**src/rtl/core/xeu_pkg.sv**
```systemverilog
package xeu_pkg;

  // default span of a reference, ampersand included
  localparam int unsigned MaxRefSpanDef = 10;

  localparam int unsigned ByteW   = 8;
  localparam int unsigned CpW     = 21;
  localparam int unsigned MaxRes  = 4;
  localparam int unsigned ResCntW = 3;
  localparam int unsigned ResIdxW = 2;

  localparam logic [CpW-1:0] LastCp = 21'h10FFFF;

  typedef enum logic {
    FaultName    = 1'b0,
    FaultNumeric = 1'b1
  } fault_e;

  // one group of results caused by one input byte
  typedef struct packed {
    logic [MaxRes-1:0][ByteW-1:0] bytes;
    logic [ResCntW-1:0]           cnt;
    logic                         is_error;
    fault_e                       fault;
    logic                         done;
  } grp_t;

endpackage

```
**src/rtl/core/xeu_if.sv**
```systemverilog
interface xeu_in_if;
  logic       valid;
  logic       ready;
  logic [7:0] in_byte;
  logic       text_last;

  modport source (output valid, output in_byte, output text_last, input ready);
  modport sink (input valid, input in_byte, input text_last, output ready);
endinterface

interface xeu_out_if;
  logic       valid;
  logic       ready;
  logic [7:0] out_byte;
  logic       is_error;
  logic       fault_code;
  logic       run_last;
  logic       text_done;

  modport source (output valid, output out_byte, output is_error, output fault_code,
                  output run_last, output text_done, input ready);
  modport sink (input valid, input out_byte, input is_error, input fault_code,
                input run_last, input text_done, output ready);
endinterface

```
**src/rtl/core/xeu_utf8.sv**
```systemverilog
module xeu_utf8 (
  input  logic [xeu_pkg::CpW-1:0]                             cp_i,
  output logic [xeu_pkg::MaxRes-1:0][xeu_pkg::ByteW-1:0]      bytes_o,
  output logic [xeu_pkg::ResCntW-1:0]                         cnt_o
);

  localparam logic [xeu_pkg::CpW-1:0] Lim1 = 21'h80;
  localparam logic [xeu_pkg::CpW-1:0] Lim2 = 21'h800;
  localparam logic [xeu_pkg::CpW-1:0] Lim3 = 21'h10000;
  localparam logic [7:0] Cont  = 8'h80;
  localparam logic [7:0] Lead2 = 8'hC0;
  localparam logic [7:0] Lead3 = 8'hE0;
  localparam logic [7:0] Lead4 = 8'hF0;

  always_comb begin
    bytes_o = '0;
    if (cp_i < Lim1) begin
      bytes_o[0] = cp_i[7:0];
      cnt_o      = 3'd1;
    end else if (cp_i < Lim2) begin
      bytes_o[0] = Lead2 | {3'b000, cp_i[10:6]};
      bytes_o[1] = Cont | {2'b00, cp_i[5:0]};
      cnt_o      = 3'd2;
    end else if (cp_i < Lim3) begin
      bytes_o[0] = Lead3 | {4'b0000, cp_i[15:12]};
      bytes_o[1] = Cont | {2'b00, cp_i[11:6]};
      bytes_o[2] = Cont | {2'b00, cp_i[5:0]};
      cnt_o      = 3'd3;
    end else begin
      bytes_o[0] = Lead4 | {5'b00000, cp_i[20:18]};
      bytes_o[1] = Cont | {2'b00, cp_i[17:12]};
      bytes_o[2] = Cont | {2'b00, cp_i[11:6]};
      bytes_o[3] = Cont | {2'b00, cp_i[5:0]};
      cnt_o      = 3'd4;
    end
  end

endmodule

```
**src/rtl/core/xeu_core.sv**
```systemverilog
module xeu_core #(
  parameter int unsigned MaxRefSpan = xeu_pkg::MaxRefSpanDef
) (
  input  logic                      clk_i,
  input  logic                      rst_ni,
  input  logic                      step_i,
  input  logic [xeu_pkg::ByteW-1:0] in_byte_i,
  input  logic                      text_last_i,
  output xeu_pkg::grp_t             grp_o
);

  localparam int unsigned NameDepth = MaxRefSpan - 1;
  localparam int unsigned CntW      = $clog2(MaxRefSpan);
  localparam int unsigned HeadLen   = 4;
  localparam int unsigned AccW      = xeu_pkg::CpW + 4;
  localparam logic [CntW-1:0] NameDepthC = CntW'(NameDepth);
  localparam logic [CntW-1:0] HeadLenC   = CntW'(HeadLen);
  localparam logic [7:0] ChAmp  = 8'h26;
  localparam logic [7:0] ChSemi = 8'h3B;
  localparam logic [7:0] ChHash = 8'h23;
  localparam logic [7:0] ChLoX  = 8'h78;
  localparam logic [7:0] ChUpX  = 8'h58;

  // {valid, value}
  function automatic logic [4:0] dec_digit(input logic [7:0] c);
    logic [4:0] r;
    r = {1'b0, 4'h0};
    if (c >= 8'h30 && c <= 8'h39) r = {1'b1, c[3:0]};
    return r;
  endfunction

  function automatic logic [4:0] hex_digit(input logic [7:0] c);
    logic [4:0] r;
    r = {1'b0, 4'h0};
    if (c >= 8'h30 && c <= 8'h39) r = {1'b1, c[3:0]};
    else if ((c >= 8'h61 && c <= 8'h66) || (c >= 8'h41 && c <= 8'h46)) begin
      r = {1'b1, c[3:0] + 4'd9};
    end
    return r;
  endfunction

  logic            in_ref_q, in_ref_d;
  logic            err_q, err_d;
  logic [CntW-1:0] cnt_q, cnt_d;
  logic [7:0]      head_q [HeadLen];
  logic            head_we;
  logic [xeu_pkg::CpW-1:0] dec_q, dec_d, hex_q, hex_d;
  logic            dec_bad_q, dec_bad_d, hex_bad_q, hex_bad_d;

  logic [4:0]      dd, hd;
  logic [AccW-1:0] dec_nx, hex_nx;
  logic            dec_ovf, hex_ovf;
  logic            is_lt, is_gt, is_amp, is_quot, is_apos, is_hex, num_short;
  logic            hash_old, hash_now, fault_hit;
  xeu_pkg::fault_e fault_code;
  logic [xeu_pkg::CpW-1:0] cp_sel;
  logic            bad_sel;
  logic [xeu_pkg::MaxRes-1:0][xeu_pkg::ByteW-1:0] enc_bytes;
  logic [xeu_pkg::ResCntW-1:0] enc_cnt;

  // running digit accumulation, one digit per name byte
  assign dd      = dec_digit(in_byte_i);
  assign hd      = hex_digit(in_byte_i);
  assign dec_nx  = (AccW'(dec_q) << 3) + (AccW'(dec_q) << 1) + AccW'(dd[3:0]);
  assign hex_nx  = (AccW'(hex_q) << 4) + AccW'(hd[3:0]);
  assign dec_ovf = dec_nx > AccW'(xeu_pkg::LastCp);
  assign hex_ovf = hex_nx > AccW'(xeu_pkg::LastCp);

  // name match against the held bytes
  assign is_lt   = (cnt_q == CntW'(2)) && ({head_q[0], head_q[1]} == "lt");
  assign is_gt   = (cnt_q == CntW'(2)) && ({head_q[0], head_q[1]} == "gt");
  assign is_amp  = (cnt_q == CntW'(3)) && ({head_q[0], head_q[1], head_q[2]} == "amp");
  assign is_quot = (cnt_q == CntW'(4)) &&
                   ({head_q[0], head_q[1], head_q[2], head_q[3]} == "quot");
  assign is_apos = (cnt_q == CntW'(4)) &&
                   ({head_q[0], head_q[1], head_q[2], head_q[3]} == "apos");
  assign is_hex  = (cnt_q > CntW'(2)) && (head_q[1] == ChLoX || head_q[1] == ChUpX);
  assign num_short = (cnt_q == CntW'(1));
  assign cp_sel  = is_hex ? hex_q : dec_q;
  assign bad_sel = is_hex ? hex_bad_q : dec_bad_q;

  assign hash_old = (cnt_q != '0) && (head_q[0] == ChHash);
  assign hash_now = (cnt_q == '0) ? (in_byte_i == ChHash) : (head_q[0] == ChHash);

  xeu_utf8 u_utf8 (
    .cp_i    (cp_sel),
    .bytes_o (enc_bytes),
    .cnt_o   (enc_cnt)
  );

  always_comb begin
    in_ref_d   = in_ref_q;
    err_d      = err_q;
    cnt_d      = cnt_q;
    dec_d      = dec_q;
    dec_bad_d  = dec_bad_q;
    hex_d      = hex_q;
    hex_bad_d  = hex_bad_q;
    head_we    = 1'b0;
    fault_hit  = 1'b0;
    fault_code = xeu_pkg::FaultName;
    grp_o          = '0;
    grp_o.fault    = xeu_pkg::FaultName;

    if (err_q) begin
      // dropping until end of text
    end else if (!in_ref_q) begin
      if (in_byte_i == ChAmp) begin
        in_ref_d  = 1'b1;
        cnt_d     = '0;
        dec_d     = '0;
        dec_bad_d = 1'b0;
        hex_d     = '0;
        hex_bad_d = 1'b0;
        if (text_last_i) fault_hit = 1'b1;
      end else begin
        grp_o.bytes[0] = in_byte_i;
        grp_o.cnt      = 3'd1;
      end
    end else if (in_byte_i == ChSemi) begin
      in_ref_d = 1'b0;
      cnt_d    = '0;
      if (is_lt || is_gt || is_amp || is_quot || is_apos) begin
        grp_o.cnt = 3'd1;
        if (is_lt)        grp_o.bytes[0] = "<";
        else if (is_gt)   grp_o.bytes[0] = ">";
        else if (is_amp)  grp_o.bytes[0] = "&";
        else if (is_quot) grp_o.bytes[0] = 8'h22;
        else              grp_o.bytes[0] = 8'h27;
      end else if (cnt_q == '0 || head_q[0] != ChHash) begin
        fault_hit = 1'b1;
      end else if (num_short || bad_sel) begin
        fault_hit  = 1'b1;
        fault_code = xeu_pkg::FaultNumeric;
      end else begin
        grp_o.bytes = enc_bytes;
        grp_o.cnt   = enc_cnt;
      end
    end else if (cnt_q >= NameDepthC) begin
      fault_hit  = 1'b1;
      fault_code = hash_old ? xeu_pkg::FaultNumeric : xeu_pkg::FaultName;
    end else begin
      head_we = cnt_q < HeadLenC;
      cnt_d   = cnt_q + CntW'(1);
      if (cnt_q >= CntW'(1)) begin
        dec_bad_d = dec_bad_q | !dd[4] | dec_ovf;
        dec_d     = dec_nx[xeu_pkg::CpW-1:0];
      end
      if (cnt_q >= CntW'(2)) begin
        hex_bad_d = hex_bad_q | !hd[4] | hex_ovf;
        hex_d     = hex_nx[xeu_pkg::CpW-1:0];
      end
      if (text_last_i) begin
        fault_hit  = 1'b1;
        fault_code = hash_now ? xeu_pkg::FaultNumeric : xeu_pkg::FaultName;
      end
    end

    if (fault_hit) begin
      grp_o.bytes    = '0;
      grp_o.cnt      = 3'd1;
      grp_o.is_error = 1'b1;
      grp_o.fault    = fault_code;
      in_ref_d       = 1'b0;
      cnt_d          = '0;
      err_d          = !text_last_i;
    end
    grp_o.done = text_last_i | fault_hit;

    if (text_last_i) begin
      in_ref_d = 1'b0;
      cnt_d    = '0;
      err_d    = 1'b0;
    end
  end

  always_ff @(posedge clk_i or negedge rst_ni) begin
    if (!rst_ni) begin
      in_ref_q <= 1'b0;
      err_q    <= 1'b0;
      cnt_q    <= '0;
    end else if (step_i) begin
      in_ref_q <= in_ref_d;
      err_q    <= err_d;
      cnt_q    <= cnt_d;
    end
  end

  always_ff @(posedge clk_i) begin
    if (step_i) begin
      dec_q     <= dec_d;
      dec_bad_q <= dec_bad_d;
      hex_q     <= hex_d;
      hex_bad_q <= hex_bad_d;
      if (head_we) head_q[cnt_q[1:0]] <= in_byte_i;
    end
  end

  a_cnt_bound: assert property (@(posedge clk_i) disable iff (!rst_ni)
    cnt_q <= NameDepthC)
    else $error("name count past buffer depth");

  a_err_idle: assert property (@(posedge clk_i) disable iff (!rst_ni)
    err_q |-> (!in_ref_q && cnt_q == '0))
    else $error("drop mode while inside a reference");

  a_drop_silent: assert property (@(posedge clk_i) disable iff (!rst_ni)
    (step_i && err_q) |-> (grp_o.cnt == '0))
    else $error("result produced while dropping");

endmodule

```
**src/rtl/core/xeu_outbuf.sv**
```systemverilog
module xeu_outbuf (
  input  logic            clk_i,
  input  logic            rst_ni,
  input  logic            load_i,
  input  xeu_pkg::grp_t   grp_i,
  output logic            free_o,
  xeu_out_if.source       out_o
);

  logic                        valid_q;
  logic [xeu_pkg::ResIdxW-1:0] idx_q;
  xeu_pkg::grp_t               grp_q;
  logic                        last_beat;

  assign last_beat = ({1'b0, idx_q} == grp_q.cnt - 3'd1);
  assign free_o    = !valid_q || (out_o.ready && last_beat);

  assign out_o.valid      = valid_q;
  assign out_o.out_byte   = grp_q.bytes[idx_q];
  assign out_o.is_error   = grp_q.is_error;
  assign out_o.fault_code = grp_q.fault;
  assign out_o.run_last   = last_beat;
  assign out_o.text_done  = last_beat & grp_q.done;

  always_ff @(posedge clk_i or negedge rst_ni) begin
    if (!rst_ni) begin
      valid_q <= 1'b0;
      idx_q   <= '0;
    end else if (load_i) begin
      valid_q <= 1'b1;
      idx_q   <= '0;
    end else if (valid_q && out_o.ready) begin
      if (last_beat) valid_q <= 1'b0;
      else idx_q <= idx_q + 2'd1;
    end
  end

  always_ff @(posedge clk_i) begin
    if (load_i) grp_q <= grp_i;
  end

  a_idx_range: assert property (@(posedge clk_i) disable iff (!rst_ni)
    valid_q |-> (grp_q.cnt != '0 && {1'b0, idx_q} < grp_q.cnt))
    else $error("result index outside group");

  a_no_overwrite: assert property (@(posedge clk_i) disable iff (!rst_ni)
    load_i |-> free_o)
    else $error("group loaded over pending results");

endmodule

```
**src/rtl/core/xml_entity_unescape.sv**
```systemverilog
// channel   | dir | payload                                              | width
// ----------+-----+------------------------------------------------------+------
// in_i      | in  | in_byte, text_last                                   | 8+1
// out_o     | out | out_byte, is_error, fault_code, run_last, text_done  | 8+4
//
// one input byte is registered, decoded combinationally and its result group (one to
// four bytes) lands in the output register; a byte with a single result moves every
// cycle while out_o is ready; an n-byte UTF-8 group stalls in_i if the next byte has results
// bytes that produce no result (name bytes, dropped bytes) never wait on the output side
// rst_ni clears the reference and drop state and empties both registers at once
// a stall on out_o propagates combinationally to in_i.ready once both registers are full
module xml_entity_unescape #(
  parameter int unsigned MaxRefSpan = xeu_pkg::MaxRefSpanDef
) (
  input  logic      clk_i,
  input  logic      rst_ni,
  xeu_in_if.sink    in_i,
  xeu_out_if.source out_o
);

  // input register
  logic       s1_valid_q;
  logic [7:0] s1_byte_q;
  logic       s1_last_q;

  xeu_pkg::grp_t grp;
  logic          free;
  logic          step;
  logic          load;

  // the held byte advances when its results fit, or when it has none
  assign step = s1_valid_q && (grp.cnt == '0 || free);
  assign load = step && (grp.cnt != '0);

  // take a new transfer whenever the input register empties this cycle
  assign in_i.ready = !s1_valid_q || step;

  always_ff @(posedge clk_i or negedge rst_ni) begin
    if (!rst_ni) begin
      s1_valid_q <= 1'b0;
    end else if (in_i.ready) begin
      s1_valid_q <= in_i.valid;
    end
  end

  always_ff @(posedge clk_i) begin
    if (in_i.valid && in_i.ready) begin
      s1_byte_q <= in_i.in_byte;
      s1_last_q <= in_i.text_last;
    end
  end

  // reference tracking, name match, digit accumulation and UTF-8 encoding
  xeu_core #(
    .MaxRefSpan (MaxRefSpan)
  ) u_core (
    .clk_i       (clk_i),
    .rst_ni      (rst_ni),
    .step_i      (step),
    .in_byte_i   (s1_byte_q),
    .text_last_i (s1_last_q),
    .grp_o       (grp)
  );

  // result register, emits the group one byte per transfer
  xeu_outbuf u_outbuf (
    .clk_i  (clk_i),
    .rst_ni (rst_ni),
    .load_i (load),
    .grp_i  (grp),
    .free_o (free),
    .out_o  (out_o)
  );

endmodule

```
**src/flat_wrapper.sv**
```systemverilog
// flat-port wrapper written by rule: the top's interface ports become plain ports
module xml_entity_unescape_flat 
#(
  parameter int unsigned MaxRefSpan = xeu_pkg::MaxRefSpanDef
)
  (clk_i, rst_ni, in_i_valid, in_i_in_byte, in_i_text_last, in_i_ready, out_o_valid, out_o_out_byte, out_o_is_error, out_o_fault_code, out_o_run_last, out_o_text_done, out_o_ready);
  xeu_in_if in_i_i ();
  xeu_out_if out_o_i ();
  input  logic clk_i;
  input  logic rst_ni;
  input wire logic [$bits(in_i_i.valid)-1:0] in_i_valid;
  input wire logic [$bits(in_i_i.in_byte)-1:0] in_i_in_byte;
  input wire logic [$bits(in_i_i.text_last)-1:0] in_i_text_last;
  output wire logic [$bits(in_i_i.ready)-1:0] in_i_ready;
  output wire logic [$bits(out_o_i.valid)-1:0] out_o_valid;
  output wire logic [$bits(out_o_i.out_byte)-1:0] out_o_out_byte;
  output wire logic [$bits(out_o_i.is_error)-1:0] out_o_is_error;
  output wire logic [$bits(out_o_i.fault_code)-1:0] out_o_fault_code;
  output wire logic [$bits(out_o_i.run_last)-1:0] out_o_run_last;
  output wire logic [$bits(out_o_i.text_done)-1:0] out_o_text_done;
  input wire logic [$bits(out_o_i.ready)-1:0] out_o_ready;
  assign in_i_i.valid = in_i_valid;
  assign in_i_i.in_byte = in_i_in_byte;
  assign in_i_i.text_last = in_i_text_last;
  assign in_i_ready = in_i_i.ready;
  assign out_o_valid = out_o_i.valid;
  assign out_o_out_byte = out_o_i.out_byte;
  assign out_o_is_error = out_o_i.is_error;
  assign out_o_fault_code = out_o_i.fault_code;
  assign out_o_run_last = out_o_i.run_last;
  assign out_o_text_done = out_o_i.text_done;
  assign out_o_i.ready = out_o_ready;
  xml_entity_unescape #(.MaxRefSpan(MaxRefSpan)) u_core (.clk_i(clk_i), .rst_ni(rst_ni), .in_i(in_i_i), .out_o(out_o_i));
endmodule
```
**config.mk**
```make
export PLATFORM = sky130hd
export DESIGN_NAME = xml_entity_unescape_flat
export DESIGN_NICKNAME = d
export VERILOG_FILES = /design/src/rtl/core/xeu_pkg.sv /design/src/rtl/core/xeu_if.sv /design/src/rtl/core/xeu_utf8.sv /design/src/rtl/core/xeu_core.sv /design/src/rtl/core/xeu_outbuf.sv /design/src/rtl/core/xml_entity_unescape.sv /design/src/flat_wrapper.sv
export SDC_FILE = /design/constraint.sdc
export NUM_CORES = 1
export LEC_CHECK = 0
export BUFFER_PORTS_ARGS = -buffer_cell sky130_fd_sc_hd__clkbuf_2
export CORE_AREA = 2 2 119 236
export CTS_CLUSTER_SIZE = 40
export DETAILED_ROUTE_END_ITERATION = 16
export DIE_AREA = 0 0 121 238
export SLEW_MARGIN = 10
export SYNTH_ARGS = -nofsm -noshare
export SYNTH_HDL_FRONTEND = slang
export SYNTH_SLANG_ARGS = --single-unit
```
**constraint.sdc**
```tcl
create_clock -name clk_i -period 5.7 [get_ports clk_i]
set_input_delay 1.71 -clock clk_i [delete_from_list [all_inputs] [get_ports clk_i]]
set_output_delay 1.71 -clock clk_i [all_outputs]
set_load 0.01 [all_outputs]
```
==> impl_results.md, run 1 <==
* Worst-case clock buffer depth at 2
* Pins Over Slew Limit at 0
* Synthesized area at 8000 µm²
* Vias per cell at 5.42
* Share of cells above drive strength 1 at 0.136
* CTS tree: built
* Most area-hungry cell type in the Yosys netlist: edfxtp_1
* TritonRoute pass-1 iters at 5
* Post-synthesis simple-gate area fraction at 0.195
* Max-slew headroom at 0.391
* PD cells at 514 nW/µm²
* Net Switching at 1.85 mW
* Final Net Count at 847
* ANT cells at 0
* Ys async rst share at 0.0769
* Root buffer selected by CTS: clkbuf_16
* Worst-Skew Late Latency at 0.44 ns
* Total GRT Usage at 0.166
* Final Instance Area at 9200 µm²
* Post-DP Area at 8590 µm²
* Number of flops mapped to enable cells by yosys at 120
* Flops & latches, synth at 130
* Antenna violations before repair at 0
* Yosys top cell area share at 0.450
* Minimum clock period at 5.23 ns
* CORE AREA at 26900 µm²
* Die width at 121 µm
* Post-DP HPWL at 17900 µm
* Sink Count at 130
* Critical path cell sequence: or4b_1, or4_1, a21o_1, or4_4, nand2b_4, a31oi_4, nand2_2, clkbuf_2
* Combinational share of power at 0.408
* Synth Area per Inst at 10.7 µm²
* DRT Wirelength at 22800 µm
* Top post-synthesis cells by count: 120 x edfxtp_1, 75 x nor2_1, 70 x nand2_1
* FMAX at 0.191 GHz
* Setup CP Type: reg2out
* Die height at 238 µm
* Gr ovfl total at 0
* Most common cell in the netlist: edfxtp_1
* CP max stage delay at 0.57 ns
* Fin. Hold Viols at 0
* Die area at 28800 µm²
* Area Overhead vs Synth at 15.0%
* Worst min path class: reg2reg
* Sequential share of the synthesized area at 0.482
* Adder-Cell Fraction of Synth Area at 0.0848
* Final Cycle Share at 0.917
* Fraction of the mapped netlist area in compound gates at 0.144
* CP max FO at 10
* Initial drt markers at 505
* Io pins at 27
* Switching share of power at 0.392
* Leading cell types by total area after synthesis: edfxtp_1 45%, ha_1 8.0%, nor2_1 3.5%
* Largest family of logic cells by synthesized area: simple AND/OR/NAND/NOR gates
* Reg power frac at 0.352
* GP Congestion at 0.909
* Post-synthesis mux area share at 0.0471
* ANT nets after route at 0
* Starting density of the core at 0.297
* Number of hold buffers added after cts at 0
* Largest net degree at the start of global routing at 39
* Mapped Cells at 748
* Final Hold Slack at 0.533 ns
* Worst-Margin Slew at 0.914 ns
* Lkg Pwr at 3.54 nW
* Synth warn at 0
* Num CTS Buffers at 17
* Clock share of power at 0.239
* Vias at 6187
* Synth Area in XOR/XNOR at 0.0219
* Worst-path clk slew at 0.06 ns
* Netlist cell types at 74
* Row count at 85
* Int Pwr at 2.87 mW
* Port buffer count at 26
* Critical-path top delay cell: or4b_1
* Status: finished clean
* Skew final at 0.00769 ns
* Worst EP required at 3.99 ns
* Syn Nets at 814
* Critical Path AT at 3.52 ns
* Global-route wire length before repair at 35900 µm
* Ys flop type: edfxtp_1
* Vias in the first global route at 6496
* WL/cell at 19.9 µm
* Max-cap viol count at 0
* Critical Path Source Type: register
* RSZ-0062 raised after global routing: false
* Peak supply drop at 0.000232 V
* # Post-CTS Setup Buffers at 0
* Final setup vio count at 0
* DRC at 0
* Setup TNS at 0 ns
* Setup crit end kind: output port
* Post_cts resized at 0
* CTS H-tree lvls at 4
==> placed cells by master (no fill, tap or decap), drive strengths merged, types with 14 or more instances in the layout <==
master  synthesis  routed
edfxtp        120     120
nor2           75      75
nand2          71      71
a21oi          52      52
ha             51      51
clkbuf         24      43
and2           34      34
o21ai          27      27
inv            22      26
nand3          16      16
buf             4      16
a211oi         15      15
nor4           15      15
mux2i          14      14
==> logic make-up after synthesis <==
group,count (synthesis)
AND/OR/NAND/NOR,296
AO/OA/AOI/OAI,170
flip-flops,130
adder cells (fa/ha/maj),53
buffers and inverters,51
multiplexers,28
XOR/XNOR,20
==> critical path, delay by kind of cell (launching register included) <==
family | cells | cell delay, ns
buffers and inverters | 1 | 0.15
and+or+nand+nor | 5 | 1.97
AOI/OAI and AO/OA | 2 | 0.50
DFF | 1 | 0.45
==> flip-flops by register name, summed over array words and instances, names as in the netlist <==
| name | count |
|---|---|
| u_core.u_core.in_ref_q | 1 |
| u_core.s1_byte_q | 8 |
| u_core.u_outbuf.out_o.fault_code | 1 |
| u_core.u_outbuf.out_o.valid | 1 |
| u_core.u_core.hex_bad_q | 1 |
| u_core.u_outbuf.out_o.is_error | 1 |
| u_core.u_core.head_q | 32 |
| u_core.u_core.err_q | 1 |
| u_core.u_core.hex_q | 21 |
| u_core.s1_last_q | 1 |
| u_core.u_outbuf.idx_q | 2 |
| u_core.s1_valid_q | 1 |
| u_core.u_core.dec_bad_q | 1 |
| u_core.u_outbuf.grp_q | 33 |
| u_core.u_core.cnt_q | 4 |
| u_core.u_core.dec_q | 21 |
==> worst paths after layout <==
kind                                                   from                          end  slack (ns)  depth (start not counted)
worst max-delay path             u_core.u_core.head_q[1][1]                   in_i_ready        0.47                          8
worst min-delay path            u_core.u_outbuf.out_o.valid  u_core.u_outbuf.out_o.valid        0.53                          1
worst max register to register          u_core.s1_byte_q[0]      u_core.u_core.dec_bad_q        0.78                         18
worst min register to register  u_core.u_outbuf.out_o.valid  u_core.u_outbuf.out_o.valid        0.53                          1
max in group asynchronous                            rst_ni            u_core.s1_valid_q        4.34                          1
min in group asynchronous                            rst_ni     u_core.u_outbuf.idx_q[1]        1.14                          1
==> stage by stage <==
stage | worst slack (ns) | total power, mW | util | std cells
after CTS | 0.467 | 4.76 | 0.342 | 1142
after detailed placement | 0.808 | 3.62 | 0.319 | 1110
after global placement | 0.970 | 3.59 | 0.319 | 1110
after global routing | 0.366 | 5.03 | 0.342 | 1142
final | 0.471 | 4.72 | 0.342 | 1142
after floorplan | 1.11 | 2.98 | - | 748
==> layout make-up <==
cell class / instances / area (µm²)
Fill cell: 2667 / 17700
Inverter: 23 / 86.3
Multi-Input combinational cell: 567 / 3970
Sequential cell: 130 / 3850
Clock inverter: 15 / 181
Tap cell: 348 / 435
Timing Repair Buffer: 42 / 250
Clock buffer: 17 / 425
==> power groups by stage <==
| stage | Combinational, mW | Clock [mW] | Sequential, mW |
|---|---|---|---|
| 5_1_grt | 2.14 | 1.19 | 1.70 |
| 6_report | 1.93 | 1.13 | 1.66 |
| 2_1_floorplan | 1.42 | 0 | 1.56 |
| 3_5_place_dp | 1.93 | 0 | 1.69 |
| 3_3_place_gp | 1.91 | 0 | 1.68 |
| 4_1_cts | 1.94 | 1.15 | 1.67 |
==> layer usage <==
layer / wire (µm) / global-route usage
met5: 0 / 0
met1: 7480 / 0.153
met3: 716 / 0.0263
met4: 1430 / 0.116
met2: 13100 / 0.320
Power figures use the tool's default switching activity.
==> run 2, diff against run 1 <==
--- a/config.mk
+++ b/config.mk
@@ -10,6 +10,7 @@
 export CTS_CLUSTER_SIZE = 40
 export DETAILED_ROUTE_END_ITERATION = 16
 export DIE_AREA = 0 0 121 238
+export PLACE_DENSITY = 0.55
 export SLEW_MARGIN = 10
 export SYNTH_ARGS = -nofsm -noshare
 export SYNTH_HDL_FRONTEND = slang
==> impl_results.md, run 2 (synthesis results as in run 1) <==
* Max FFs per register at 33
* ANT cells at 0
* GP Congestion at 0.926
* Die height at 238 µm
* Post-DP HPWL at 18200 µm
* Skew final at 0.0103 ns
* WL met3 at 634 µm
* RSZ-0062 raised after global routing: false
* Critical path cell sequence: ha_1, nor2b_1, nand4_1, a2111oi_0, o211ai_1, o211a_1, a31oi_4, nand2_2, clkbuf_2
* Most common library cell in the layout ignoring fill and taps: edfxtp_1
* R2R Path Start: u_core.s1_byte_q[0]
* Vias at 6147
* CTS tree: built
* Num CTS Buffers at 17
* Root buffer selected by CTS: clkbuf_16
* Final Cycle Share at 0.935
* Top routing layer in use: met4
* Setup TNS at 0 ns
* Global-route wire length before repair at 35600 µm
* Met2 wire length at 13600 µm
* Share of cells above drive strength 1 at 0.132
* Critical Path Source Type: register
* Vias in the first global route at 6491
* Row count at 85
* Worst Path Buf+Inv at 1
* Worst min path class: reg2reg
* Setup CP Type: reg2out
* Largest net degree at the start of global routing at 39
* Pins Over Slew Limit at 0
* Minimum clock period at 5.33 ns
* Critical Path AT at 3.62 ns
* Vias per cell at 5.38
* Status: finished clean
* Post_cts resized at 0
* FMAX at 0.188 GHz
* Fin. Hold Viols at 0
* Int Pwr at 2.78 mW
* Final Net Count at 847
* DRC at 0
* Worst-Skew Late Latency at 0.44 ns
* CTS H-tree lvls at 4
* Final setup vio count at 0
* Die area at 28800 µm²
* CP Launch Point: u_core.s1_byte_q[0]
* Worst-path clk slew at 0.05 ns
* Net Switching at 1.83 mW
* Combinational share of power at 0.418
* Total GRT Usage at 0.165
* Setup crit end kind: output port
* Initial drt markers at 376
* Max-slew headroom at 0.278
* Io pins at 27
* Clock share of power at 0.220
* Commonest cells after routing, fill and taps aside: 120 x edfxtp_1, 75 x nor2_1, 70 x nand2_1
* Delay-heaviest family, CP: compound AO/OA/AOI/OAI gates
* Metal-1 WL at 7740 µm
* ANT nets after route at 0
* Die width at 121 µm
* Port buffer count at 26
* Largest Register: u_core.u_outbuf.grp_q
* Lkg Pwr at 3.52 nW
* Area Overhead vs Synth at 14.2%
* DRT Wirelength at 23100 µm
* Max-cap viol count at 0
* Number of hold buffers added after cts at 0
* Gr ovfl total at 0
* WL/cell at 20.3 µm
* Final core occ at 0.340
* CORE AREA at 26900 µm²
* Reg power frac at 0.362
* CP max FO at 12
* Switching share of power at 0.398
* Critical-path top delay cell: edfxtp_1
* CP max stage delay at 0.62 ns
* Worst EP required at 3.99 ns
* Worst-case clock buffer depth at 2
* Sink Count at 130
* Starting density of the core at 0.297
* HP Start: u_core.u_outbuf.out_o.valid
* PD cells at 504 nW/µm²
* Antenna violations before repair at 0
* Peak supply drop at 0.000213 V
* Worst-Margin Slew at 1.08 ns
* TritonRoute pass-1 iters at 7
* # Post-CTS Setup Buffers at 0
==> run 2: cell count changes in the layout (fill, tap and decap cells not counted) <==
| cell | delta |
|---|---|
| clkinv_4 | +2 |
| clkinv_2 | +2 |
| clkinvlp_4 | -2 |
| clkinv_1 | +2 |
| bufinv_16 | -2 |
| inv_6 | -3 |
| clkbuf_1 | +1 |
==> run 2: worst paths after layout <==
path	end	cells after the start	slack [ns]
setup / recovery	in_i_ready	9	0.37
hold / removal	u_core.u_outbuf.out_o.valid	1	0.54
setup reg to reg	u_core.u_core.dec_bad_q	18	0.75
hold reg to reg	u_core.u_outbuf.out_o.valid	1	0.54
max in group asynchronous	u_core.u_outbuf.out_o.valid	1	4.34
min in group asynchronous	u_core.u_core.cnt_q[0]	1	1.14
==> run 2: area by class of cell <==
cell class,count,area (µm²)
clock buffer,18,429
clock inverter,14,115
tap,348,435
inverter,23,86.3
sequential,130,3850
timing repair buffer,42,250
fill,2707,17800
multi-input combinational,567,3970
==> run 2: per-layer routing <==
| layer | vias to the layer above | global-route usage |
|---|---|---|
| li1 | 2921 | - |
| met1 | 2990 | 0.149 |
| met2 | 174 | 0.330 |
| met3 | 62 | 0.0280 |
| met4 | 0 | 0.0987 |
| met5 | - | 0 |
==> run 2: through the flow <==
stage	hold slack (ns)	instances	instance area, µm²	setup WS [ns]	total power, mW
final	0.538	1142	9140	0.369	4.61
after global routing	0.573	1142	9140	0.224	4.91
after CTS	0.544	1142	9140	0.389	4.65
after detailed placement	0.532	1110	8590	0.748	3.62
after global placement	0.512	1110	8590	0.872	3.61
after floorplan	0.455	748	8000	1.11	2.98
==> run 2: power groups by stage <==
stage               clock, mW  combinational, mW  sequential (mW)
floorplan                   0               1.42             1.56
global placement            0               1.93             1.68
detailed placement          0               1.93             1.69
CTS                      1.04               1.94             1.67
global route             1.07               2.15             1.70
finish                   1.01               1.93             1.67
==> run 3, diff against run 2 <==
==> constraint.sdc (replaced) <==
create_clock -name clk_i -period 5.7 [get_ports clk_i]
set_input_delay 0.855 -clock clk_i [delete_from_list [all_inputs] [get_ports clk_i]]
set_output_delay 0.855 -clock clk_i [all_outputs]
set_load 0.01 [all_outputs]
==> impl_results.md, run 3 (synthesis results as in run 1) <==
* Status: finished clean
* TritonRoute pass-1 iters at 6
* R2R Path Start: u_core.s1_byte_q[0]
* CORE AREA at 26900 µm²
* Worst-Skew Late Latency at 0.44 ns
* Worst min path class: in2async
* Max-slew headroom at 0.195
* Vias per cell at 5.34
* CTS tree: built
* Worst EP required at 5.89 ns
* Fin. Hold Viols at 0
* CP max stage delay at 0.57 ns
* Starting density of the core at 0.297
* Largest Register: u_core.u_outbuf.grp_q
* Final Instance Area at 9150 µm²
* Delay-heaviest family, CP: compound AO/OA/AOI/OAI gates
* Io pins at 27
* Share of cells above drive strength 1 at 0.132
* Skew final at 0.00655 ns
* FILL cells at 2679
* Setup TNS at 0 ns
* Pins Over Slew Limit at 0
* Area Overhead vs Synth at 14.4%
* FMAX at 0.206 GHz
* Vias in the first global route at 6337
* Post-DP HPWL at 18100 µm
* Post-DP Area at 8550 µm²
* Critical Path Source Type: register
* Total GRT Usage at 0.167
* Die width at 121 µm
* Most common library cell in the layout ignoring fill and taps: edfxtp_1
* Critical path cell sequence: inv_1, ha_1, nor2_1, o21ai_0, and2_0, nand2_1, fa_1, inv_1, ha_1, a211oi_1, o21ai_0, a2111oi_0, buf_4, o31ai_1, a31oi_1, o21ai_0, xor2_1, a221o_1
* Commonest cells after routing, fill and taps aside: 120 x edfxtp_1, 75 x nor2_1, 70 x nand2_1
* Root buffer selected by CTS: clkbuf_16
* RSZ-0062 raised after global routing: false
* Vias at 6077
* Largest net degree at the start of global routing at 39
* Antenna violations before repair at 0
* CP max FO at 12
* Critical-path top delay cell: edfxtp_1
* Number of hold buffers added after cts at 0
* CP dominant cell by count: o21ai_0
* CP Launch Point: u_core.s1_byte_q[0]
* Peak supply drop at 0.000223 V
* Port buffer count at 26
* Critical Path AT at 5.04 ns
* Final Cycle Share at 0.851
* Sink Count at 130
* Worst-Margin Slew at 1.20 ns
* Gr ovfl total at 0
* # Post-CTS Setup Buffers at 0
* Max-cap viol count at 0
* Num CTS Buffers at 17
* Final setup vio count at 0
* Minimum clock period at 4.85 ns
* Worst Path Buf+Inv at 3
* DRT Wirelength at 23200 µm
* Worst-path clk slew at 0.06 ns
* Setup crit end kind: register
* Final Net Count at 842
* CTS H-tree lvls at 4
* Row count at 85
* WL/cell at 20.4 µm
* Die height at 238 µm
* DRC at 0
* ANT cells at 0
* Die area at 28800 µm²
* PD cells at 513 nW/µm²
* Lkg Pwr at 3.53 nW
* ANT nets after route at 0
* Max FFs per register at 33
* GP Congestion at 0.981
* Global-route wire length before repair at 36100 µm
* Post_cts resized at 0
* Initial drt markers at 379
* Worst-case clock buffer depth at 2
* Setup CP Type: reg2reg
[run 3: worst register-to-register path: cells and delay by family, from the launching register on]
| family | cells | cell delay, ns |
|---|---|---|
| compound gates | 8 | 1.96 |
| fa+ha+maj | 3 | 0.98 |
| flops | 1 | 0.57 |
| simple gates | 3 | 0.49 |
| buf+inv | 3 | 0.45 |
| xor+xnor | 1 | 0.15 |
[run 3: layer usage]
metal	vias up	track usage	wire, µm
met5	-	0	0
met4	0	0.106	1350
met3	71	0.0292	656
met2	160	0.324	13300
met1	2928	0.157	7910
li1	2918	-	-
[run 3: metrics by stage]
step / hold WS, ns / power [mW] / worst slack (ns) / instances / utilization
floorplan: 0.455 / 2.98 / 1.11 / 748 / -
finish: 0.290 / 4.69 / 0.850 / 1137 / 0.340
global placement: 0.526 / 3.60 / 0.935 / 1105 / 0.318
CTS: 0.282 / 4.73 / 0.782 / 1137 / 0.340
detailed placement: 0.527 / 3.61 / 0.807 / 1105 / 0.318
global route: 0.289 / 5.01 / 0.372 / 1137 / 0.340
[run 3: layout make-up]
type,instances,area (µm²),area share
well taps,348,435,0.0476
repair buffers,37,213,0.0232
multi-input cells,567,3970,0.433
clock buffers,17,425,0.0465
clock inverters,15,171,0.0187
inverters,23,86.3,0.00944
flip-flops and latches,130,3850,0.421
[run 3: final timing paths]
kind                                                to  slack [ns]  cells after the start
setup / recovery               u_core.u_core.dec_bad_q        0.85                     18
hold / removal                  u_core.u_core.in_ref_q        0.29                      1
setup reg to reg               u_core.u_core.dec_bad_q        0.85                     18
hold reg to reg            u_core.u_outbuf.out_o.valid        0.53                      1
max in group asynchronous     u_core.u_outbuf.idx_q[0]        5.19                      1
min in group clk_i         u_core.u_outbuf.out_o.valid        0.53                      1
[run 3: where the power goes]
part | leakage (nW) | internal, mW | switching (mW) | total [mW]
Combinational | 1.99 | 0.747 | 1.15 | 1.89
Clock | 0.292 | 0.655 | 0.456 | 1.11
Sequential | 1.24 | 1.42 | 0.263 | 1.69
